<file path="config.mk">
export PLATFORM = sky130hd
export DESIGN_NAME = fra_fifo
export DESIGN_NICKNAME = d
export VERILOG_FILES = /design/src/rtl/fra_fifo.sv
export SDC_FILE = /design/constraint.sdc
export NUM_CORES = 1
export LEC_CHECK = 0
export BUFFER_PORTS_ARGS = -buffer_cell sky130_fd_sc_hd__buf_2
export CORE_ASPECT_RATIO = 0.75
export CORE_MARGIN = 2
export CORE_UTILIZATION = 40
export DETAILED_ROUTE_END_ITERATION = 12
export GPL_ROUTABILITY_DRIVEN = 0
export RECOVER_POWER = 100
export SKIP_CTS_REPAIR_TIMING = 1
export SLEW_MARGIN = 20
export SYNTH_ARGS = -nofsm -noshare
export SYNTH_HDL_FRONTEND = slang
export SYNTH_SLANG_ARGS = --single-unit
</file>
<file path="constraint.sdc">
create_clock -name clk -period 1.8 [get_ports clk]
set_input_delay 0.36 -clock clk [delete_from_list [all_inputs] [get_ports clk]]
set_output_delay 0.36 -clock clk [all_outputs]
set_load 0.02 [all_outputs]
</file>
<file path="src/rtl/fra_fifo.sv">
`default_nettype none

module fra_fifo #(
  parameter int WIDTH = 8,
  parameter int DEPTH = 4
) (
  input  wire logic             clk,
  input  wire logic             rst_n,
  input  wire logic             push,
  input  wire logic [WIDTH-1:0] push_data,
  output logic                  full,
  input  wire logic             pop,
  output logic                  not_empty,
  output logic [WIDTH-1:0]      head_data
);

  localparam int PW = (DEPTH > 1) ? $clog2(DEPTH) : 1;
  localparam int CW = $clog2(DEPTH + 1);

  logic [WIDTH-1:0] slot_r [DEPTH];
  logic [PW-1:0]    wptr_r, wptr_nxt;
  logic [PW-1:0]    rptr_r, rptr_nxt;
  logic [CW-1:0]    count_r, count_nxt;

  assign full      = (count_r == CW'(DEPTH));
  assign not_empty = (count_r != '0);
  assign head_data = slot_r[rptr_r];

  always_comb begin
    wptr_nxt  = wptr_r;
    rptr_nxt  = rptr_r;
    count_nxt = count_r;
    if (push) begin
      wptr_nxt = (wptr_r == PW'(DEPTH - 1)) ? '0 : PW'(wptr_r + 1'b1);
    end
    if (pop) begin
      rptr_nxt = (rptr_r == PW'(DEPTH - 1)) ? '0 : PW'(rptr_r + 1'b1);
    end
    if (push && !pop) begin
      count_nxt = CW'(count_r + 1'b1);
    end else if (pop && !push) begin
      count_nxt = CW'(count_r - 1'b1);
    end
  end

  always_ff @(posedge clk) begin
    if (!rst_n) begin
      wptr_r  <= '0;
      rptr_r  <= '0;
      count_r <= '0;
    end else begin
      wptr_r  <= wptr_nxt;
      rptr_r  <= rptr_nxt;
      count_r <= count_nxt;
    end
  end

  always_ff @(posedge clk) begin
    if (push) begin
      slot_r[wptr_r] <= push_data;
    end
  end

endmodule

`default_nettype wire

</file>
Word-level counts from Yosys, hierarchy flattened
Memory sizes are Yosys's and may differ from the RTL's. A register that Yosys moved wholly into a read port is not among the register bits.
Cells that the tools add are included.
- output and inout port bits: 10
- bits in writable memories: 32
- register bits after elaboration: 7
- memories: 1
- logic and storage cells: 25
- bits of input ports: 12
- memory list (memory ; words ; bits a word ; read ports ; clocked after memory_dff ; wr ports ; line ; RTL):
    slot_r ; 4 ; 8 ; 1 ; 1 ; 1 ; 20 ; logic [WIDTH-1:0] slot_r [DEPTH];
- add/subtract/negate cells: 4
- equality and inequality tests: 3
- muxes and demuxes: 8
- reduce and logical (&&, ||, !) cells: 6
- operators with widths (kind ; number):
    2-to-1 mux 2 bit ; 4
    2-to-1 mux 3 bit ; 2
    adder 2 x 1 -> 2 bit, second input constant ; 2
    == test 2 bit, second input constant ; 2
    adder 3 x 1 -> 3 bit, second input constant ; 1
    == test 3 bit, second input constant ; 1
    nonzero test 3 bit ; 1
    subtractor 3 x 1 -> 3 bit, second input constant ; 1
    logical AND 1 bit ; 2
    logical NOT 1 bit ; 2
    2-to-1 mux 1 bit ; 2
    nonzero test 2 bit ; 1

Logic depth before layout (Yosys ltp)
- depth in word-level cells: 4
- gate-level depth with buffers: 7
- depth with buffers taken out: 7

Worst setup path after synthesis
OpenSTA, ideal clock, no wires.
- kind: input -> register
- from: input pop
- to: register count_r[2]
- slack: 0.177 ns
- stages on the path: 7
- library setup time: 0.070 ns
- arrival time: 1.553 ns
- cells stage by stage: inv_1 -> ha_1 -> inv_1 -> fa_1 -> xor2_1 -> or3_1 -> a21boi_1
- word-level cells in the longest chain between the ends: 3
- elaborated cells on any way between the ends: 5
- classes of those cells: mux (1); reduce/logical (4)
- ends and longest elaborated chain (item ; line ; RTL):
    from (decl) ; 12 ; input wire logic pop,
    logical NOT 1 bit ; 39 ; if (push && !pop) begin
    logical AND 1 bit ; 39 ;
    2-to-1 mux 3 bit / nonzero test 2 bit (equally long branches) ; n/a ;
    to (signal assigned) ; 54 ; count_r <= count_nxt;
    to (decl) ; 23 ; logic [CW-1:0] count_r, count_nxt;
Parallel ways exist; a longest one is shown, timed or not.
A chain may end at the register's enable or synchronous reset.

==> metrics <==
status finished, final reports clean; met3 Track Usage GR 4.573%; number of max-cap violations 0; Post-synth EDFFs 32; Sink Count 41; CTS Buf Count 5; gr ovfl total 0; Diodes inserted 0; CP max stage delay 520 ps; Routed WL 2.558 mm; root buf cell clkbuf_8; final hold violations 0; first-pass GRT wire length 4.029 mm; Hold Worst Slack 343.6 ps; register area share after synthesis 70.59%; worst path cell trace buf_12 > mux4_2 > buf_6; CP Capture Type output port; initial antenna violation count 0; post-DR vias/cell 4.655; Synth-to-Final Area Change 19.27%; grt met2 use 21.99%; #FFs+latches synth 41; full die area 0.004571 mm2; CTS tree yes; later-pin clock latency in the skew report 280 ps; fin nets 135; Warnings, synthesis 0; Fill cells 353; slew of the pin with the lowest slew margin 637.9 ps; commonest cells after routing, fill and taps aside edfxtp_1, clkbuf_1, mux4_2, dfxtp_1, buf_6; pin count of the biggest net entering global routing 12; residual DRC count 0; Slew Limit Fails 0; Mean Syn Cell Area 18.80 um2; worst hold-check path type primary input to flop; Buf/Inv on CP 2; DR pass1 iterations 4; fin util 51.33%; PortBufs 21; DR iter-0 viols 31; Leakage 0.6809 nW; Die X 77.41 um; GRT busiest layer met2; hpwl dp 1.856 mm; Max VDD drop 489.4 uV; post-route clock period utilization 99.77%; WL/cell 15.23 um; fin crit period 1796 ps; ANT nets after route 0; Setup WS pre-CTS 0.5729 ps; Synth Cell Area 0.001617 mm2; placement row count 19; pwr/cell area 999.5 mW/mm2; Worst Path Arrival 1440 ps; clk slew on worst S/H paths 70 ps; clk buf depth 2; critical path type flop to output port; total number of vias 782; core area 0.003756 mm2; commonest non-fill, non-tap cell in the layout edfxtp_1; FF+latch area 0.001142 mm2; layout cell share with drive strength beyond 1 25.00%; WP data required 1440 ps; critical path's top delay family multiplexers; Critical Path Source Type flop; slowest CP cell mux4_2; clock skew 3.514 ps; post-route setup slack 4.059 ps; total power 0.001927 W; Max H-tree Level 2; dominant synthesized flop cell edfxtp_1; asr flop ratio synth 0%; I/O pin cnt 22; Synth Net Count 105; area of the multi-input gates 444.2 um2; fmax 556.8 MHz; Area after DPL 0.001813 mm2; Synth cell types 20; # setup viols final 0; CP max FO 8; Initial Utilization 43.04%; Hold Path Origin push_data[3]; vias in the first global route 833; GRT Total Usage 12.52%; M1 GR Usage 14.39%; fin area 0.001928 mm2; FF-to-FF Start count_r[0]; Syn Inst Count 86; Slew HR 57.45%; Chip Height 59.06 um; RSZ-0062 raised after global routing yes
[report_power, final]
part / internal, W / switching [W]
sequential: 0.00108 / 0.0000344
combinational: 0.000145 / 0.000143
clock: 0.000261 / 0.000267
[routing by layer]
metal / up-vias / routed length [um]
met5: - / 0
met4: 0 / 23
met3: 4 / 134
met2: 18 / 1328
met1: 378 / 1072
li1: 382 / -
[synth_stat cells, types with 2 or more instances]
cell type / count / area, um2
nor2b_1: 5 / 31.28
ha_1: 6 / 75.07
mux2i_1: 4 / 40.04
inv_1: 4 / 15.01
mux4_2: 8 / 180.2
edfxtp_1: 32 / 960.9
or3_1: 2 / 12.51
and2_1: 5 / 31.28
dfxtp_1: 9 / 180.2
[final cells by class]
type | count | area share (%)
repair buffers | 25 | 9.604
multi-input cells | 39 | 23.04
well taps | 52 | 3.374
inverters | 4 | 0.7787
flip-flops and latches | 41 | 59.25
clock buffers | 6 | 3.764
clock inverters | 1 | 0.1947
[logic make-up (layout without fill, tap and decap cells)]
logic type	count (synthesis)	count (layout)	share of synthesized area, %
muxes	12	12	13.62
buffers and inverters	6	36	1.934
and+or+nand+nor	15	15	5.650
DFF	41	41	70.59
xor gates and xnor gates	2	2	1.084
AOI/OAI and AO/OA	3	3	1.238
adders and majority gates	7	7	5.882
[metrics by stage]
step | cells | setup TNS, ps
2_1_floorplan | 86 | 0
3_3_place_gp | 161 | 0
3_5_place_dp | 161 | 0
4_1_cts | 168 | -377.3
5_1_grt | 168 | -264.1
6_report | 168 | 0
[state kept, by name, indices dropped and copies added, names as in the netlist, named ones only]
register / count
wptr_r: 2
slot_r: 32
count_r: 3
rptr_r: 2
[worst paths after layout]
| check | end | slack [ps] | cells past startpoint |
|---|---|---|---|
| setup reg to reg | count_r[2] | 300 | 4 |
| hold reg to reg | count_r[2] | 510 | 2 |
| setup / recovery | head_data[4] | 4 | 3 |
| hold / removal | slot_r[1][3] | 340 | 1 |
(Power assumes the default switching activity.)
