**config.mk**
```make
export PLATFORM = sky130hd
export DESIGN_NAME = fra_front
export DESIGN_NICKNAME = d
export VERILOG_FILES = /design/src/rtl/fra_pkg.sv /design/src/rtl/fra_front.sv
export SDC_FILE = /design/constraint.sdc
export NUM_CORES = 1
export LEC_CHECK = 0
export ABC_CLOCK_PERIOD_IN_PS = 4000
export BUFFER_PORTS_ARGS = -buffer_cell sky130_fd_sc_hd__buf_4
export CAP_MARGIN = 20
export CORE_ASPECT_RATIO = 0.6
export CORE_MARGIN = 4
export CORE_UTILIZATION = 52
export DETAILED_ROUTE_END_ITERATION = 10
export HOLD_SLACK_MARGIN = 0.03
export PLACE_DENSITY = 0.89
export SLEW_MARGIN = 15
export SYNTH_ARGS = -nofsm -noshare
export SYNTH_HDL_FRONTEND = slang
export SYNTH_SLANG_ARGS = --single-unit
```
**constraint.sdc**
```tcl
create_clock -name clk -period 4 [get_ports clk]
set_clock_uncertainty 0.05 [all_clocks]
set_input_delay 0.4 -clock clk [delete_from_list [all_inputs] [get_ports clk]]
set_output_delay 0.4 -clock clk [all_outputs]
set_load 0.03 [all_outputs]
```
**src/rtl/fra_pkg.sv**
```systemverilog
`default_nettype none

package fra_pkg;

  typedef enum logic [2:0] {
    ST_STORED    = 3'd0,
    ST_PASSED    = 3'd1,
    ST_DISCARDED = 3'd2,
    ST_COMPLETE  = 3'd3,
    ST_BUSY      = 3'd4,
    ST_OVERFLOW  = 3'd5,
    ST_READ      = 3'd6,
    ST_EMPTY     = 3'd7
  } status_t;

  typedef enum logic [1:0] {
    MODE_DISCARD = 2'd0,
    MODE_PASS    = 2'd1,
    MODE_APPEND  = 2'd2,
    MODE_FINISH  = 2'd3
  } mode_t;

  localparam logic [1:0] FLAG_MIDDLE = 2'd0;
  localparam logic [1:0] FLAG_FIRST  = 2'd1;
  localparam logic [1:0] FLAG_LAST   = 2'd2;
  localparam logic [1:0] FLAG_SINGLE = 2'd3;

  localparam int LEN_W = 13;

  typedef struct packed {
    logic       valid;
    logic [7:0] data;
    logic       pend;
    status_t    status;
    logic       dropped;
  } res_t;

  localparam int RES_W = $bits(res_t);

endpackage

`default_nettype wire

```
**src/rtl/fra_front.sv**
```systemverilog
`default_nettype none

module fra_front #(
  parameter int BUF_BYTES = 4096,
  parameter int SEQ_BITS  = 32
) (
  input  wire logic                          clk,
  input  wire logic                          rst_n,
  input  wire logic                          accept,
  input  wire logic                          func,
  input  wire logic [7:0]                    data_byte,
  input  wire logic [1:0]                    frag_flags,
  input  wire logic [31:0]                   seq_num,
  input  wire logic                          frag_start,
  input  wire logic                          frag_end,
  input  wire logic                          byte_present,
  input  wire logic [fra_pkg::LEN_W-1:0]     max_length,
  output fra_pkg::res_t                      res,
  output logic                               mem_we,
  output logic                               mem_re,
  output logic [$clog2(BUF_BYTES)-1:0]       mem_addr
);

  import fra_pkg::*;

  localparam int AW = $clog2(BUF_BYTES);
  localparam int CW = $clog2(BUF_BYTES + 1);

  logic [CW-1:0]       fill_r, fill_nxt;
  logic                asm_r, asm_nxt;
  logic                rdy_r, rdy_nxt;
  logic [CW-1:0]       ridx_r, ridx_nxt;
  logic [SEQ_BITS-1:0] exp_r, exp_nxt;
  mode_t               mode_r, mode_nxt;

  logic [SEQ_BITS-1:0] seq;
  logic                refused;
  logic                over;
  logic [CW-1:0]       ridx_inc;

  assign seq      = seq_num[SEQ_BITS-1:0];
  assign ridx_inc = CW'(ridx_r + 1'b1);

  always_comb begin
    fill_nxt   = fill_r;
    asm_nxt    = asm_r;
    rdy_nxt    = rdy_r;
    ridx_nxt   = ridx_r;
    exp_nxt    = exp_r;
    mode_nxt   = mode_r;
    res        = '0;
    res.status = ST_DISCARDED;
    mem_we     = 1'b0;
    mem_re     = 1'b0;
    mem_addr   = ridx_r[AW-1:0];
    refused    = 1'b0;
    over       = 1'b0;
    if (accept && func) begin
      if (!rdy_r) begin
        res.status = ST_EMPTY;
      end else begin
        res.status = ST_READ;
        if (fill_r == '0 || ridx_r >= fill_r) begin
          res.pend = 1'b1;
          rdy_nxt  = 1'b0;
          ridx_nxt = '0;
        end else begin
          res.valid = 1'b1;
          mem_re    = 1'b1;
          ridx_nxt  = ridx_inc;
          if (ridx_inc >= fill_r) begin
            res.pend = 1'b1;
            rdy_nxt  = 1'b0;
            ridx_nxt = '0;
            fill_nxt = '0;
          end
        end
      end
    end else if (accept) begin
      if (frag_start) begin
        if (seq != exp_r && asm_nxt) begin
          asm_nxt     = 1'b0;
          fill_nxt    = '0;
          res.dropped = 1'b1;
        end
        case (frag_flags)
          FLAG_SINGLE: begin
            if (asm_nxt) begin
              asm_nxt     = 1'b0;
              fill_nxt    = '0;
              res.dropped = 1'b1;
            end
            mode_nxt = MODE_PASS;
          end
          FLAG_FIRST: begin
            if (asm_nxt) begin
              asm_nxt     = 1'b0;
              fill_nxt    = '0;
              res.dropped = 1'b1;
            end
            if (rdy_r) begin
              mode_nxt = MODE_DISCARD;
              refused  = 1'b1;
            end else begin
              asm_nxt  = 1'b1;
              fill_nxt = '0;
              mode_nxt = MODE_APPEND;
            end
          end
          FLAG_LAST: begin
            mode_nxt = asm_nxt ? MODE_FINISH : MODE_DISCARD;
          end
          default: begin
            mode_nxt = asm_nxt ? MODE_APPEND : MODE_DISCARD;
          end
        endcase
        if (frag_flags != FLAG_SINGLE) begin
          exp_nxt = SEQ_BITS'(seq + 1'b1);
        end
      end

      over = (32'(fill_nxt) >= 32'(max_length)) || (32'(fill_nxt) >= 32'(BUF_BYTES));

      if (mode_nxt == MODE_PASS) begin
        res.status = ST_PASSED;
        if (byte_present) begin
          res.valid = 1'b1;
          res.data  = data_byte;
        end
        res.pend = frag_end;
      end else if (mode_nxt == MODE_APPEND || mode_nxt == MODE_FINISH) begin
        res.status = ST_STORED;
        if (byte_present) begin
          if (over) begin
            asm_nxt     = 1'b0;
            fill_nxt    = '0;
            res.dropped = 1'b1;
            mode_nxt    = MODE_DISCARD;
            res.status  = ST_OVERFLOW;
          end else begin
            mem_we   = 1'b1;
            mem_addr = fill_nxt[AW-1:0];
            res.data = data_byte;
            fill_nxt = CW'(fill_nxt + 1'b1);
          end
        end
        if (frag_end && mode_nxt == MODE_FINISH && asm_nxt) begin
          asm_nxt    = 1'b0;
          rdy_nxt    = 1'b1;
          ridx_nxt   = '0;
          res.status = ST_COMPLETE;
        end
      end else begin
        res.status = refused ? ST_BUSY : ST_DISCARDED;
      end
      if (refused) begin
        res.status = ST_BUSY;
      end
      if (frag_end) begin
        mode_nxt = MODE_DISCARD;
      end
    end
  end

  always_ff @(posedge clk) begin
    if (!rst_n) begin
      fill_r <= '0;
      asm_r  <= 1'b0;
      rdy_r  <= 1'b0;
      ridx_r <= '0;
      exp_r  <= '0;
      mode_r <= MODE_DISCARD;
    end else begin
      fill_r <= fill_nxt;
      asm_r  <= asm_nxt;
      rdy_r  <= rdy_nxt;
      ridx_r <= ridx_nxt;
      exp_r  <= exp_nxt;
      mode_r <= mode_nxt;
    end
  end

endmodule

`default_nettype wire

```
# == Word level (Yosys, flattened, before mapping) ==
# Index checks and enable logic that the tools add are counted.
# W data, S select, Z words.
# classes
n_addsub,3
n_lt_le_gt_ge,4
eq_ne,13
n_mux,115
bitwise,1
reduce_logical,17
# ops
cell,count
$mux W13,23
$mux W12,6
$mux W1,54
$mux W8,5
$ge A13 B13 Y1,3
$add A32 B1 Y32 const B,1
$ne A32 B32 Y1,1
$mux W2,15
$add A13 B1 Y13 const B,2
$pmux W13 S2,1
$mux W14,1
$ge A13 B13 Y1 const B,1
$logic_not A13 Y1,1
$mux W3,4
$mux W4,3
$reduce_and A4 Y1,3
$eq A2 B2 Y1 const B,5
$mux W9,1
$ne A2 B2 Y1 const B,4
$pmux W2 S3,1
$reduce_bool A2 Y1,3
$reduce_and A5 Y1,1
$eq A2 B1 Y1 const B,2
$logic_and A1 B1 Y1,4
6 further kinds,8
# totals
ff_bits,62
in_bits,62
wordCells,159

# == Depth between registers and ports, before layout ==
# logic_depth
depth_word,29
mapped_depth,17
mapped_depth_nobuf,15

# == Worst setup path after synthesis ==
# No wires, ideal clock.
# synth_path
path_kind,in2out
from,in seq_num[10]
to,out res[2] (netlist name)
arrival_time_ps,3947
slack_ps,-397
stages,16
n_path_buf,1
path_cell_list,buf_2 xnor2_1 nand4_1 nor4_2 a31oi_2 nor2b_1 inv_1 ha_1 nand2b_1 a2111o_1 a211oi_1 o31a_1 a31oi_2 nor2_2 a21oi_1 o21ai_0
# synth_rtl
item,line_no,rtl
from (decl),fra_front.sv:13,"input wire logic [31:0] seq_num,"
to (decl),fra_front.sv:18,"output fra_pkg::res_t res,"

# == Worst setup path in the final report ==
# layout_path
from,reg exp_r[12]
to,out mem_addr[7]
# layout_between
elab_chain_len,20
# layout_lines
item,line_no,rtl
from (decl),fra_front.sv:33,"logic [SEQ_BITS-1:0] exp_r, exp_nxt;"
from (signal assigned),fra_front.sv:178,exp_r <= exp_nxt;
$ne A32 B32 Y1 (*),fra_front.sv:81,if (seq != exp_r && asm_nxt) begin
$logic_and A1 B1 Y1 (*),fra_front.sv:81,
$mux W1,fra_front.sv:81,
$mux W1,fra_front.sv:80,if (frag_start) begin
$mux W1,fra_front.sv:79,end else if (accept) begin
$mux W1,fra_front.sv:58,if (accept && func) begin
$mux W13,"fra_front.sv:88, fra_front.sv:96",
$mux W13,fra_front.sv:101,if (rdy_r) begin
(+4 left out),n/a,
$ge A13 B13 Y1,fra_front.sv:122,over = (32'(fill_nxt) >= 32'(max_length)) || (32'(fill_nxt) >= 32'(BUF_BYTES));
$logic_or A1 B1 Y1,fra_front.sv:122,
$mux W12,fra_front.sv:134,if (over) begin
$mux W12,fra_front.sv:133,if (byte_present) begin
$mux W12,fra_front.sv:131,end else if (mode_nxt == MODE_APPEND || mode_nxt == MODE_FINISH) begin
$mux W12 (*),fra_front.sv:124,if (mode_nxt == MODE_PASS) begin
$mux W12 (*),fra_front.sv:79,
$mux W12 (*),fra_front.sv:58,
to (decl),fra_front.sv:21,output logic [$clog2(BUF_BYTES)-1:0] mem_addr
# Every way passes the cells marked *; elsewhere a longest branch is shown, timed or not. The select of a mux whose other input is x is not followed.

==> flow_metrics.py <==
metrics = {
    "cells_and_area": {
        "final_nets": 927,
        "diodes": 0,
        "synthToLayoutAreaGrowth_pct": 48.0,
        "layout-drive-gt1-share_pct": 39.4,
        "final_cell_area_sq_um": 7630,
    },
    "place": {
        "io_buffers": 89,
        "gp_congestion": 1.03,
        "dp_hpwl_um": 14200,
        "place_area_sq_um": 6470,
    },
    "timing": {
        "setup_violations": 56,
        "fin_crit_sh_pct": 133,
        "hold_violations": 0,
        "tightest_slew_ps": 1190,
        "period_minus_slack_ps": 5310,
        "rsz0062_at_grt": "yes",
        "maxSlewViolCount": 0,
        "fmax_mhz": 188,
        "worst_slack_ps": -1310,
        "max_slew_margin_pct": 20.1,
    },
    "logic_synthesis": {
        "synthTopCellsByArea": "dfxtp_1 (24%), ha_1 (10%), xnor2_1 (8.8%), nor2_1 (5.1%), a211oi_1 (5.0%)",
        "async_reset_ff_share_pct": 0,
        "ys.flop_type": "dfxtp_1",
        "yosysSeqAreaShare_pct": 24.1,
        "yosys.area.top_type": "dfxtp_1",
        "synth-seq-cells": 62,
        "synth.distinct_cells": 72,
        "ys_warn_count": 0,
        "synthesis.area_sq_um": 5160,
        "synth_cells": 647,
        "synth_top_area_share_pct": 24.1,
        "synthesis.nets": 751,
        "synth-edff-count": 0,
        "syn_avg_cell_area_sq_um": 7.97,
    },
    "floorplan": {
        "start_util_pct": 54.7,
        "fp.dieW_um": 137,
        "rows": 27,
        "io_pins": 90,
        "core_region_area_sq_um": 9430,
        "die_h_um": 85.1,
        "die_area_sq_um": 11600,
    },
    "critical_path": {
        "cp-end-kind": "primary output",
        "crit_arrival_ps": 4860,
        "crit_cells": 16,
        "slowest_stage": "xnor2_1",
        "startpoint_type": "flop",
        "startpoint": "exp_r[12]",
        "path_max_fanout": 5,
        "cp_num_buf_inv": 3,
        "cp.required_ps": 3550,
        "path_class": "reg -> out",
        "crit_chain": "xnor2_1 -> nand4_1 -> nor4_4 -> a31oi_4 -> nor2b_2 -> inv_2 -> ha_4 -> nand2b_4 -> a2111o_1 -> a211oi_2 -> o31a_1 -> o21ai_4 -> nor3_4 -> clkbuf_16 -> mux2_4 -> buf_6",
        "worst-r2r-cell-count": 20,
        "r2r-start": "exp_r[12]",
        "crit_family": "simple AND/OR/NAND/NOR gates",
        "critPathMaxStageDelay_ps": 520,
    },
    "clock_tree": {
        "numCtsBuffers": 9,
        "cts_buffer_depth": 2,
        "cts.sinks": 62,
        "cts_root_buf": "clkbuf_16",
        "path_clk_slew_ps": 50,
        "cts_tree": "done",
        "clock_latency_ps": 350,
        "htreeDepth": 3,
    },
    "hold_path": {
        "whs_path_depth": 3,
        "hold_start": "seq_num[0]",
        "hp-class": "in -> reg",
    },
    "global_route": {
        "grt_overflow": 0,
        "grt_pass1_wl_um": 35000,
        "grt_max_degree": 62,
        "grt_use_total_pct": 38.8,
        "grt_pass1_vias": 6372,
        "antenna_found_initial": 0,
    },
    "route": {
        "post_drt_wl_per_cell_um": 26.7,
        "drt_iter0_markers": 1250,
        "first_pass_iters": 11,
        "drc": 22,
        "ant_nets": 0,
        "totalWireLength_um": 25600,
        "num_vias": 6756,
        "viasPerCell": 7.05,
    },
    "power_and_ir_drop": {
        "p_leak_nw": 3.14,
        "ir_worst_vdd_mv": 0.224,
        "finalPower_mw": 1.89,
        "p_per_area_nw_per_um2": 248,
    },
    "status": {
        "status": "finished, violations left",
        "violations": "DRC, setup timing",
    },
    "flow_run": {
        "cap_violations": 0,
    },
}
==> placed cells by master, fill, tap and decap left out, drive strengths merged, types with 5 or more instances in the layout <==
cell      n
nand2    48
a31o      5
buf     188
inv      37
mux2      9
mux2i    10
nor2     72
and2     12
o21ai    24
nand3    34
dfxtp    62
xnor2    52
a21o     10
a211oi   35
a31oi     6
nor4      9
nand4    22
nor3     16
clkbuf   10
ha       42
nand2b    6
and3     13
xor2     22
a21oi    25
==> through the flow <==
step	cells	setup TNS [ps]	util [%]	setup slack, ps	hold slack [ps]
after detailed placement	907	-18890	68.6	-493	455
after global placement	907	-8090	68.6	-277	426
after global routing	958	-56230	81.0	-1410	334
final	958	-49260	81.0	-1310	318
after CTS	947	-10980	77.3	-491	311
after floorplan	647	-244	-	-81.3	404
==> sequential cells by signal (all words and copies together) (netlist names) <==
| signal | count |
|---|---|
| exp_r | 32 |
| fill_r | 13 |
| ridx_r | 13 |
| mode_r | 2 |
| asm_r | 1 |
| rdy_r | 1 |
==> layer usage <==
layer | track usage [%] | wire length, um
met5 | 0 | 161
met4 | 16.9 | 2400
met3 | 15.5 | 4120
met2 | 60.0 | 10100
met1 | 47.8 | 8820
==> cells by family (layout without fill, tap and decap cells) <==
logic type	after synthesis	after routing	share of synthesized area, %
and+or+nand+nor	247	247	24.3
xor gates and xnor gates	74	74	12.6
DFF	62	62	24.1
muxes	19	19	3.91
buffers and inverters	63	243	5.07
AOI/OAI and AO/OA	140	141	19.9
adders and majority gates	42	42	10.2
==> area by class of cell <==
class	count	area, sq um
well taps	130	163
multi-input cells	523	4200
repair buffers	189	1570
clock buffers	9	225
fillers	509	1800
clock inverters	7	75.1
flip-flops and latches	62	1250
inverters	38	143
==> Yosys cell counts (4+ instances only) <==
cell,instances
a211oi_1,34
a21o_1,10
a21oi_1,24
a31oi_1,4
a32o_1,4
and2_1,11
and3_1,12
clkbuf_1,22
dfxtp_1,62
ha_1,42
inv_1,37
mux2_1,6
mux2i_1,10
nand2_1,48
nand2b_1,6
nand3_1,34
nand4_1,22
nor2_1,70
nor2b_1,4
nor3_1,14
nor4_1,6
o21ai_0,22
xnor2_1,52
xor2_1,22
==> power breakdown <==
group	switching (mW)	internal, mW
clock	0.348	0.484
combinational	0.228	0.177
sequential	0.0190	0.635
total	0.594	1.30
==> path summary, 6_finish.rpt <==
kind                               endpoint  slack, ps
worst min register to register     exp_r[6]        470
worst min-delay path               exp_r[0]        320
worst max register to register    ridx_r[1]       -870
worst max-delay path            mem_addr[7]      -1310
==> worst register-to-register path, delay by kind of cell, from the launching register on <==
kind	cells	cell delay, ps
AO/OA/AOI/OAI	6	1550
flip-flops	1	330
adder cells (fa/ha/maj)	1	230
XOR/XNOR	1	520
buffers and inverters	6	730
multiplexers	1	230
AND/OR/NAND/NOR	5	1160
==> what timing repair did <==
item	in CTS	in global routing
cloned	1	1
endpoints found under the setup margin	50	56
pin swaps	26	36
buffers inserted	26	16
resized for setup	80	61
hold buffers	0	0
Note: power is estimated with default switching activity, not from simulation.
